### src/hw/rtl/lkl_pkg.sv
// ----------------------------------------------------------------------------
// lkl_pkg: shared definitions for the LRU keyed limit table
// Field widths, the default table depth and the structs that travel along the
// row of table cells.
// ----------------------------------------------------------------------------
package lkl_pkg;

	localparam int KEY_W             = 31;
	localparam int LIMIT_W           = 31;
	localparam int TABLE_SLOTS_DEF   = 16;

	// One table entry as it sits in a cell and is handed to the previous cell.
	typedef struct packed {
		logic               valid;
		logic [KEY_W-1:0]   key;
		logic [LIMIT_W-1:0] limit;
	} lkl_entry_t;

	// Request and table-wide decisions broadcast to every cell.
	typedef struct packed {
		logic               en;
		logic               evict;
		logic               any_hit;
		logic [KEY_W-1:0]   key;
		logic [LIMIT_W-1:0] limit;
	} lkl_ctl_t;

endpackage

### src/hw/rtl/lkl_cell.sv
// ----------------------------------------------------------------------------
// lkl_cell: one slot of the LRU keyed limit table
// Holds one entry, compares it with the request key, and on an update either
// takes the entry of the next cell, takes the new word, or keeps its own.
// ----------------------------------------------------------------------------
module lkl_cell
	import lkl_pkg::*;
(
	input  logic       clk,
	input  logic       arst_n,
	input  lkl_ctl_t   ctl,
	input  logic       hit_in,
	output logic       hit_out,
	input  logic       prev_valid,
	input  lkl_entry_t next_entry,
	output lkl_entry_t entry
);

	logic               valid_q;
	logic [KEY_W-1:0]   key_q;
	logic [LIMIT_W-1:0] limit_q;
	logic               my_hit;
	logic               shift;
	logic               append;

	assign my_hit  = valid_q && (key_q == ctl.key);
	assign hit_out = hit_in | my_hit;

	// A valid cell at or after the hit moves forward; on eviction all do.
	assign shift  = ctl.en && valid_q && (hit_out || ctl.evict);
	// The first free cell takes a key that is not yet in the table.
	assign append = ctl.en && !ctl.any_hit && !ctl.evict && !valid_q && prev_valid;

	always_ff @(posedge clk or negedge arst_n) begin
		if (!arst_n) begin
			valid_q <= 1'b0;
		end else if (append) begin
			valid_q <= 1'b1;
		end
	end

	always_ff @(posedge clk) begin
		if (shift && next_entry.valid) begin
			key_q   <= next_entry.key;
			limit_q <= next_entry.limit;
		end else if (shift || append) begin
			key_q   <= ctl.key;
			limit_q <= ctl.limit;
		end
	end

	assign entry.valid = valid_q;
	assign entry.key   = key_q;
	assign entry.limit = limit_q;

endmodule

### src/hw/rtl/lru_keyed_limit_table_core.sv
// ----------------------------------------------------------------------------
// lru_keyed_limit_table_core: LRU-ordered table of user keys and limits
// A row of cells, oldest entry at the front, filled from the front. Each
// request refreshes, appends or evicts in a single table update.
// ----------------------------------------------------------------------------
// Timing: the done strobe and evicted are registered and follow an accepted start in the next cycle.
// Throughput: one word per cycle; busy stays low, since the key compare ripples
// along the row of cells and the whole table updates in the accepting cycle.
// Reset: arst_n clears every valid bit and the done strobe; the receiver
// cannot stall, so each result is shown for exactly one cycle.
module lru_keyed_limit_table_core
	import lkl_pkg::*;
#(
	parameter int TABLE_SLOTS = TABLE_SLOTS_DEF
) (
	input  logic               clk,
	input  logic               arst_n,
	input  logic               start,
	output logic               busy,
	input  logic [KEY_W-1:0]   user_key,
	input  logic [LIMIT_W-1:0] limit_value,
	output logic               done,
	output logic               evicted
);

	lkl_ctl_t             ctl;
	lkl_entry_t           entries [TABLE_SLOTS];
	logic [TABLE_SLOTS:0] hit_chain;
	logic [TABLE_SLOTS-1:0] valid_vec;
	logic [TABLE_SLOTS-1:0] hit_vec;
	logic                 accept;
	logic                 done_q;
	logic                 evicted_q;

	assign busy         = 1'b0;
	assign accept       = start && !busy;
	assign hit_chain[0] = 1'b0;

	assign ctl.en      = accept;
	assign ctl.any_hit = hit_chain[TABLE_SLOTS];
	assign ctl.evict   = accept && valid_vec[TABLE_SLOTS-1] && !hit_chain[TABLE_SLOTS];
	assign ctl.key     = user_key;
	assign ctl.limit   = limit_value;

	for (genvar g = 0; g < TABLE_SLOTS; g++) begin : g_cell
		lkl_entry_t next_entry;
		logic       prev_valid;

		if (g == TABLE_SLOTS - 1) begin : g_last
			assign next_entry = '0;
		end else begin : g_mid
			assign next_entry = entries[g+1];
		end

		if (g == 0) begin : g_first
			assign prev_valid = 1'b1;
		end else begin : g_rest
			assign prev_valid = entries[g-1].valid;
		end

		lkl_cell u_cell (
			.clk        (clk),
			.arst_n     (arst_n),
			.ctl        (ctl),
			.hit_in     (hit_chain[g]),
			.hit_out    (hit_chain[g+1]),
			.prev_valid (prev_valid),
			.next_entry (next_entry),
			.entry      (entries[g])
		);

		assign valid_vec[g] = entries[g].valid;
		assign hit_vec[g]   = entries[g].valid && (entries[g].key == user_key);
	end

	always_ff @(posedge clk or negedge arst_n) begin
		if (!arst_n) begin
			done_q    <= 1'b0;
			evicted_q <= 1'b0;
		end else begin
			done_q    <= accept;
			evicted_q <= ctl.evict;
		end
	end

	assign done    = done_q;
	assign evicted = evicted_q;

`ifndef NO_ASSERTIONS
	// The valid entries always form one run starting at the front.
	assert property (@(posedge clk) disable iff (!arst_n)
		(valid_vec[TABLE_SLOTS-1:1] & ~valid_vec[TABLE_SLOTS-2:0]) == '0)
		else $error("valid entries are not contiguous from the front");

	// A key is stored at most once.
	assert property (@(posedge clk) disable iff (!arst_n) $onehot0(hit_vec))
		else $error("key present in more than one slot");

	// A result word follows exactly one accepted request.
	assert property (@(posedge clk) disable iff (!arst_n) done |-> $past(accept))
		else $error("done without an accepted request");

	// An eviction is only reported for a request that found the table full.
	assert property (@(posedge clk) disable iff (!arst_n)
		evicted |-> (done && $past(valid_vec[TABLE_SLOTS-1])))
		else $error("eviction reported while the table had room");

	// The number of valid entries never drops and grows by at most one.
	assert property (@(posedge clk) disable iff (!arst_n)
		$countones(valid_vec) == $countones($past(valid_vec)) ||
		$countones(valid_vec) == $countones($past(valid_vec)) + 1)
		else $error("valid entry count changed unexpectedly");
`endif

endmodule
### config.mk
export PLATFORM = sky130hd
export DESIGN_NAME = lru_keyed_limit_table_core
export DESIGN_NICKNAME = d
export VERILOG_FILES = /design/src/hw/rtl/lkl_pkg.sv /design/src/hw/rtl/lkl_cell.sv /design/src/hw/rtl/lru_keyed_limit_table_core.sv
export SDC_FILE = /design/constraint.sdc
export NUM_CORES = 1
export LEC_CHECK = 0
export ABC_CLOCK_PERIOD_IN_PS = 10300
export BUFFER_PORTS_ARGS = -buffer_cell sky130_fd_sc_hd__buf_4
export CELL_PAD_IN_SITES_DETAIL_PLACEMENT = 1
export CELL_PAD_IN_SITES_GLOBAL_PLACEMENT = 1
export CORE_MARGIN = 2
export CORE_UTILIZATION = 30
export CTS_CLUSTER_SIZE = 14
export DETAILED_ROUTE_END_ITERATION = 7
export PLACE_DENSITY = 0.53
export SYNTH_ARGS = -nofsm -noshare
export SYNTH_HDL_FRONTEND = slang
export SYNTH_HIERARCHICAL = 1
export SYNTH_SLANG_ARGS = --single-unit
### constraint.sdc
create_clock -name clk -period 10.3 [get_ports clk]
set_input_delay 2.06 -clock clk [delete_from_list [all_inputs] [get_ports clk]]
set_output_delay 2.06 -clock clk [all_outputs]
set_load 0.005 [all_outputs]
# Word level (Yosys, flattened, before mapping)
# Cells that the tools add are included.
word_totals:
  regBits: 514
  inputBits: 65
  out_inout_bits: 3
classes:
  eq_ne: 16
  n_mux: 30
  bitwise_logic: 15
  reduce_logical: 162
op_table:
  columns: ["operator", "count"]
  rows:
  - ["31-bit two-way mux", 30]
  - ["31-bit == test", 16]
  - ["1-bit logical AND", 97]
  - ["1-bit logical OR", 32]
  - ["2-bit nonzero test", 15]
  - ["1-bit zero test", 18]
  - ["1-bit bitwise OR", 15]

# Logic depth before layout (Yosys ltp)
# Gate-level depths: netlist of the first run.
logic_depth:
  ltp_word: 26
  mapped_depth: 43
  mapped_depth_nobuf: 41

# Modules after synthesis
# Netlist of the first run, hierarchy kept.
modules_own_cells:
  columns: ["mod", "instances", "cells_per_inst", "area_per_inst_um2", "seq_area_each_um2"]
  rows:
  - ["lkl_cell", 16, 487, 4772.1, 1886.8]
  - ["lru_keyed_limit_table_core", 1, 6, 73.8, 50.0]

# Worst setup path after synthesis of the first run
# OpenSTA, ideal clock, no wires.
synth_timing:
  path_kind: "in2reg"
  from: "input port user_key[1]"
  to: "register g_cell[0].u_cell.key_q[0] (enable)"
  arrival_ns: 9.533
  required_ns: 9.784
  slack_ns: 0.251
  path_stages: 39
  n_path_buf: 1
  cell_sequence: "xor2_1 -> nor4_1 -> and4_1 -> buf_2 -> nand2_1 -> nand2_1 -> inv_1 -> nand2_1 -> inv_1 -> nand2_1 -> inv_1 -> nand2_1 -> inv_1 -> nand2_1 -> inv_1 -> nand2_1 -> inv_1 -> nand2_1 -> [... 3 more ...] -> nand2_1 -> inv_1 -> nand2_1 -> inv_1 -> nand2_1 -> inv_1 -> nand2_1 -> inv_1 -> nand2_1 -> inv_1 -> nand2_1 -> inv_1 -> nand2_1 -> inv_1 -> nand2_1 -> and3b_1 -> inv_1 -> a41oi_1"
synth_rtl:
  columns: ["item", "line_no", "text"]
  rows:
  - ["start, declared", "lru_keyed_limit_table_core.sv:20", "input logic [KEY_W-1:0] user_key,"]
  - ["end signal, assigned", "lkl_cell.sv:44", "key_q <= next_entry.key;"]
  - ["end signal, assigned", "lkl_cell.sv:47", "key_q <= ctl.key;"]
  - ["end, declared", "lkl_cell.sv:20", "logic [KEY_W-1:0] key_q;"]

==> impl_metrics.py, run 1 <==
metrics = {
    "run_status": {
        "status": "finished, violations left",
        "violations": "max-slew violations",
    },
    "die": {
        "die_y_microns": 379,
        "die_w_microns": 379,
        "initial_core_util_pct": 30.2,
        "core-area_sq_mm": 0.140,
        "num_io_pins": 68,
        "fp-row-count": 137,
        "die_area_sq_mm": 0.144,
    },
    "yosys": {
        "yosysWarnings": 6,
        "avgSynthCellArea_sq_um": 9.57,
        "netlist_area_sq_mm": 0.0422,
        "synthCells": 4406,
    },
    "clock_network": {
        "numCtsBuffers": 70,
        "clk_latency_ns": 0.68,
        "post_cts_resized": 0,
        "htreeDepth": 3,
        "cts-root-buf": "clkbuf_16",
        "clock_path_buffers": 3,
        "post_cts_buffers": 0,
        "ctsHoldBuffers": 0,
        "cts.clk_slew.worst_paths_ns": 0.06,
        "cts_tree": "done",
        "cts.sinks": 514,
    },
    "worst_setup_path": {
        "cp_max_fo": 31,
        "required_ns": 10.68,
        "timing.rr.start": "g_cell[0].u_cell/key_q[9]",
        "r2r-end": "g_cell[10].u_cell/key_q[1]",
        "crit_top_cell": "nand2_1",
        "cp.depth": 43,
        "cp_slowest_cell": "nand2_1",
        "r2r_setup_slack_ns": 2.12,
        "end_kind": "flip-flop",
        "cpLargestDelayFamily": "simple AND/OR/NAND/NOR gates",
        "cp-startpoint": "user_key[26]",
        "r2r_cells": 42,
        "arrival_ns": 9.83,
        "endpoint": "g_cell[10].u_cell/key_q[1]",
        "cp.buffers_inverters": 18,
        "max_stage_delay_ns": 0.67,
        "start_kind": "input port",
        "crit_type": "input port to flip-flop",
    },
    "hold_path": {
        "hold_start": "g_cell[9].u_cell/valid_q",
        "hold_path.class": "flip-flop to flip-flop",
    },
    "route": {
        "wl_microns": 166000,
        "remaining_drc_errors": 0,
        "dr.pass1.iters": 5,
        "vias": 37100,
        "final_antenna_net_count": 0,
        "viasPerCell": 6.00,
        "routedWlPerCell_microns": 26.8,
        "drtIter0Drc": 2711,
    },
    "timing": {
        "report.final.setup_viol": 0,
        "tightest_slew_ns": 2.03,
        "period_needed_ns": 9.45,
        "rsz0062_at_grt": "no",
        "hold_viol": 0,
        "hold_ws_ns": 0.639,
        "finalSetupTns_ns": 0,
        "skew_ns": 0.0376,
        "slew_violations": 63,
        "fmax_mhz": 106,
        "max-slew-margin-rel_pct": -35.3,
        "fin_crit_sh_pct": 91.7,
    },
    "power": {
        "p_leak_nw": 17.4,
        "power_mw": 6.69,
        "powerDensity_mw_per_mm2": 144,
        "peakVddDrop_mv": 0.102,
    },
    "global_routing": {
        "grt_max_degree": 67,
        "grt_pass1_wl_microns": 249000,
        "antenna_found_initial": 10,
        "gr-total-overflow": 0,
        "grt_pass1_vias": 36700,
        "track_usage_pct": 22.6,
    },
    "flow_run": {
        "max_cap_viol_count": 0,
    },
    "placed_design": {
        "dp.cells": 6054,
        "portBuffers": 35,
        "routabilityCongestion": 0.797,
        "dpl.hpwl_microns": 109000,
    },
    "finish": {
        "nNetsFinal": 4315,
        "layoutNonFillerInstCount": 6184,
        "area_delta_synth_final_pct": 10.4,
        "mostFrequentLayoutCells": "nand4_1 (576), and3_1 (512), nand3_1 (511)",
        "drive_above_1_share_pct": 20.1,
        "layout_commonest_cell": "nand4_1",
    },
}
==> layer usage <==
layer	GRT usage, %	vias to the layer above	part of all wire, %
met1	31.7	19200	47
met5	0	-	0
li1	-	16900	-
met3	2.67	191	4.0
met4	5.44	0	2.2
met2	36.8	783	47
==> metrics by stage <==
step / setup slack [ns] / area, sq um / util (%)
floorplan: 1.98 / 42400 / -
global placement: 0.372 / 44200 / 31.7
detailed placement: 0.242 / 44200 / 31.7
CTS: 0.956 / 46500 / 33.4
global route: 0.330 / 46500 / 33.4
finish: 0.851 / 46500 / 33.4
==> power by group <==
part	leakage, nW	total, mW	switching [mW]	internal, mW
Sequential	4.87	2.77	0.202	2.57
Combinational	11.4	1.42	0.911	0.506
Clock	1.12	2.50	1.04	1.46
Total	17.4	6.69	2.15	4.54
==> cell type report <==
cell class                      count  area (sq um)
Fill cell                       15900         93000
Tap cell                         1876          2350
Antenna cell                        1          2.50
Clock buffer                       86          1850
Multi-Input combinational cell   3397         24600
Clock inverter                     43           453
Inverter                           32           120
Sequential cell                   514         15300
Timing Repair Buffer              235          1810
==> how the worst min path moves through the flow <==
stage                            endpoint  slack, ns  cells after the start
4_1_cts        g_cell[1].u_cell/key_q[22]       0.63                      2
2_1_floorplan    g_cell[0].u_cell/valid_q       0.51                      1
3_5_place_dp     g_cell[6].u_cell/valid_q       0.64                      1
3_3_place_gp     g_cell[9].u_cell/valid_q       0.62                      1
6_report         g_cell[9].u_cell/valid_q       0.64                      1
5_1_grt         g_cell[5].u_cell/key_q[8]       0.68                      2
==> state kept, by name, summed over array words and instances, names as in the netlist <==
| signal | count |
|---|---|
| g_cell.u_cell/key_q | 496 |
| g_cell.u_cell/valid_q | 16 |
| done | 1 |
| evicted | 1 |
Note: power is estimated with default switching activity, not from simulation.
==> inputs of run 2 (changes only) <==
BUFFER_PORTS_ARGS = default   (was -buffer_cell sky130_fd_sc_hd__buf_4)
CELL_PAD_IN_SITES_DETAIL_PLACEMENT = default   (was 1)
CELL_PAD_IN_SITES_GLOBAL_PLACEMENT = default   (was 1)
DONT_BUFFER_PORTS = 1   (was default)
GPL_TIMING_DRIVEN = 1   (was default)
PLACE_DENSITY = 0.45   (was 0.53)
==> run 2 against run 1 <==
The flow still finishes with violations (max-slew violations); critical endpoint is now g_cell[4].u_cell/key_q[17]; via count shrank 2.1%; die area unchanged; highest routed layer unchanged; clock skew up 0.0043 ns; clock power shrank 6%; fmax increased by 5.4%; combinational power down 19%; wire length is 8.4% lower; hold slack worse by 0.017 ns; power decreased by 6.0%; first-iteration DRC count up 14%; final cell count down 1.8%.
==> impl_metrics.py, run 2 (synthesis results as in run 1) <==
metrics = {
    "placed_design": {
        "portBuffers": 0,
        "routabilityCongestion": 0.762,
        "placed_cell_area_sq_mm": 0.0434,
        "dpl.hpwl_microns": 86900,
    },
    "timing": {
        "tightest_slew_ns": 1.98,
        "report.final.setup_viol": 0,
        "slew_violations": 63,
        "fin_crit_sh_pct": 87.1,
        "fmax_mhz": 112,
        "skew_ns": 0.0419,
        "max-slew-margin-rel_pct": -32.3,
        "period_needed_ns": 8.97,
        "hold_viol": 0,
        "rsz0062_at_grt": "no",
        "finalSetupTns_ns": 0,
    },
    "global_routing": {
        "gr-total-overflow": 0,
        "antenna_found_initial": 0,
        "grt_max_degree": 67,
        "grt_pass1_wl_microns": 228000,
        "grt_pass1_vias": 34000,
        "track_usage_pct": 20.6,
    },
    "finish": {
        "area_delta_synth_final_pct": 7.97,
        "top_regs": "g_cell.u_cell/key_q (496), g_cell.u_cell/valid_q (16)",
        "top_register": "g_cell.u_cell/key_q",
        "diodes": 0,
        "drive_above_1_share_pct": 18.1,
        "mostFrequentLayoutCells": "nand4_1 (576), nand3_1 (512), and3_1 (512)",
        "layout_commonest_cell": "nand4_1",
        "largest_register_ffs": 496,
        "fin_area_sq_mm": 0.0455,
        "final_util_pct": 32.6,
        "nNetsFinal": 4209,
    },
    "flow_run": {
        "max_cap_viol_count": 0,
    },
    "worst_setup_path": {
        "crit_top_cell": "nand2_1",
        "cp_max_fo": 49,
        "arrival_ns": 9.34,
        "end_kind": "flip-flop",
        "required_ns": 10.68,
        "start_kind": "input port",
        "crit_type": "input port to flip-flop",
        "cp_slowest_cell": "nand2_1",
        "max_stage_delay_ns": 0.65,
    },
    "clock_network": {
        "clock_path_buffers": 3,
        "cts.clk_slew.worst_paths_ns": 0.05,
        "post_cts_buffers": 0,
        "cts.sinks": 514,
        "htreeDepth": 3,
        "ctsHoldBuffers": 0,
        "clk_latency_ns": 0.67,
        "cts-root-buf": "clkbuf_16",
        "cts_tree": "done",
        "numCtsBuffers": 68,
        "post_cts_resized": 0,
    },
    "route": {
        "viasPerCell": 5.98,
        "vias": 36300,
        "final_antenna_net_count": 0,
        "routedWlPerCell_microns": 25.0,
        "wl_microns": 152000,
        "remaining_drc_errors": 0,
        "drtIter0Drc": 3081,
        "dr.pass1.iters": 6,
    },
    "run_status": {
        "status": "finished, violations left",
        "violations": "max-slew violations",
    },
    "hold_path": {
        "hold_path.class": "flip-flop to flip-flop",
    },
    "die": {
        "initial_core_util_pct": 30.2,
        "fp-row-count": 137,
        "die_area_sq_mm": 0.144,
        "die_w_microns": 379,
        "die_y_microns": 379,
        "num_io_pins": 68,
        "core-area_sq_mm": 0.140,
    },
    "power": {
        "powerDensity_mw_per_mm2": 138,
        "p_leak_nw": 16.8,
        "peakVddDrop_mv": 0.124,
    },
}
run 2: path summary, 6_finish.rpt:
kind	startpoint	to	slack, ns	cells past startpoint
min in group asynchronous	arst_n	g_cell[2].u_cell/valid_q	1.09	0
worst max-delay path	user_key[10]	g_cell[4].u_cell/key_q[17]	1.33	42
max in group asynchronous	arst_n	evicted	9.10	0
worst min register to register	g_cell[0].u_cell/valid_q	g_cell[0].u_cell/valid_q	0.62	1
worst min-delay path	g_cell[0].u_cell/valid_q	g_cell[0].u_cell/valid_q	0.62	1
worst max register to register	g_cell[0].u_cell/key_q[1]	g_cell[4].u_cell/key_q[17]	2.41	42
run 2: worst max-delay path, delay by kind of cell:
| kind | cells | cell delay, ns |
|---|---|---|
| xor+xnor | 1 | 0.16 |
| simple gates | 23 | 4.85 |
| compound gates | 1 | 0.11 |
| buf+inv | 17 | 1.99 |
run 2: report_power, final:
part           leakage (nW)  internal [mW]  switching [mW]
Clock                  1.04           1.36            1.01
Combinational          10.9          0.478           0.670
Sequential             4.87           2.57           0.210
Total                  16.8           4.41            1.89
run 2: routing by layer:
layer  GRT usage (%)  part of all wire (%)  wire [microns]
met2            33.2                    47           71500
met1            27.9                    44           67200
met5               0                     0               0
met4            7.31                   3.6            5460
met3            3.04                   5.2            7900
run 2: final cells by class:
class / instances / area, sq um
flip-flops and latches: 514 / 15300
well taps: 1876 / 2350
multi-input cells: 3397 / 24600
clock inverters: 35 / 319
inverters: 32 / 120
fillers: 14500 / 94000
clock buffers: 86 / 1820
repair buffers: 131 / 996
run 2: through the flow:
stage / setup WS (ns) / std cells / total power [mW] / hold slack, ns
finish: 1.33 / 6071 / 6.29 / 0.622
CTS: 1.42 / 6071 / 6.36 / 0.622
floorplan: 1.98 / 4472 / 3.65 / 0.514
detailed placement: 0.772 / 5950 / 3.97 / 0.608
global placement: 0.828 / 5950 / 3.96 / 0.601
global route: 0.824 / 6071 / 6.58 / 0.654
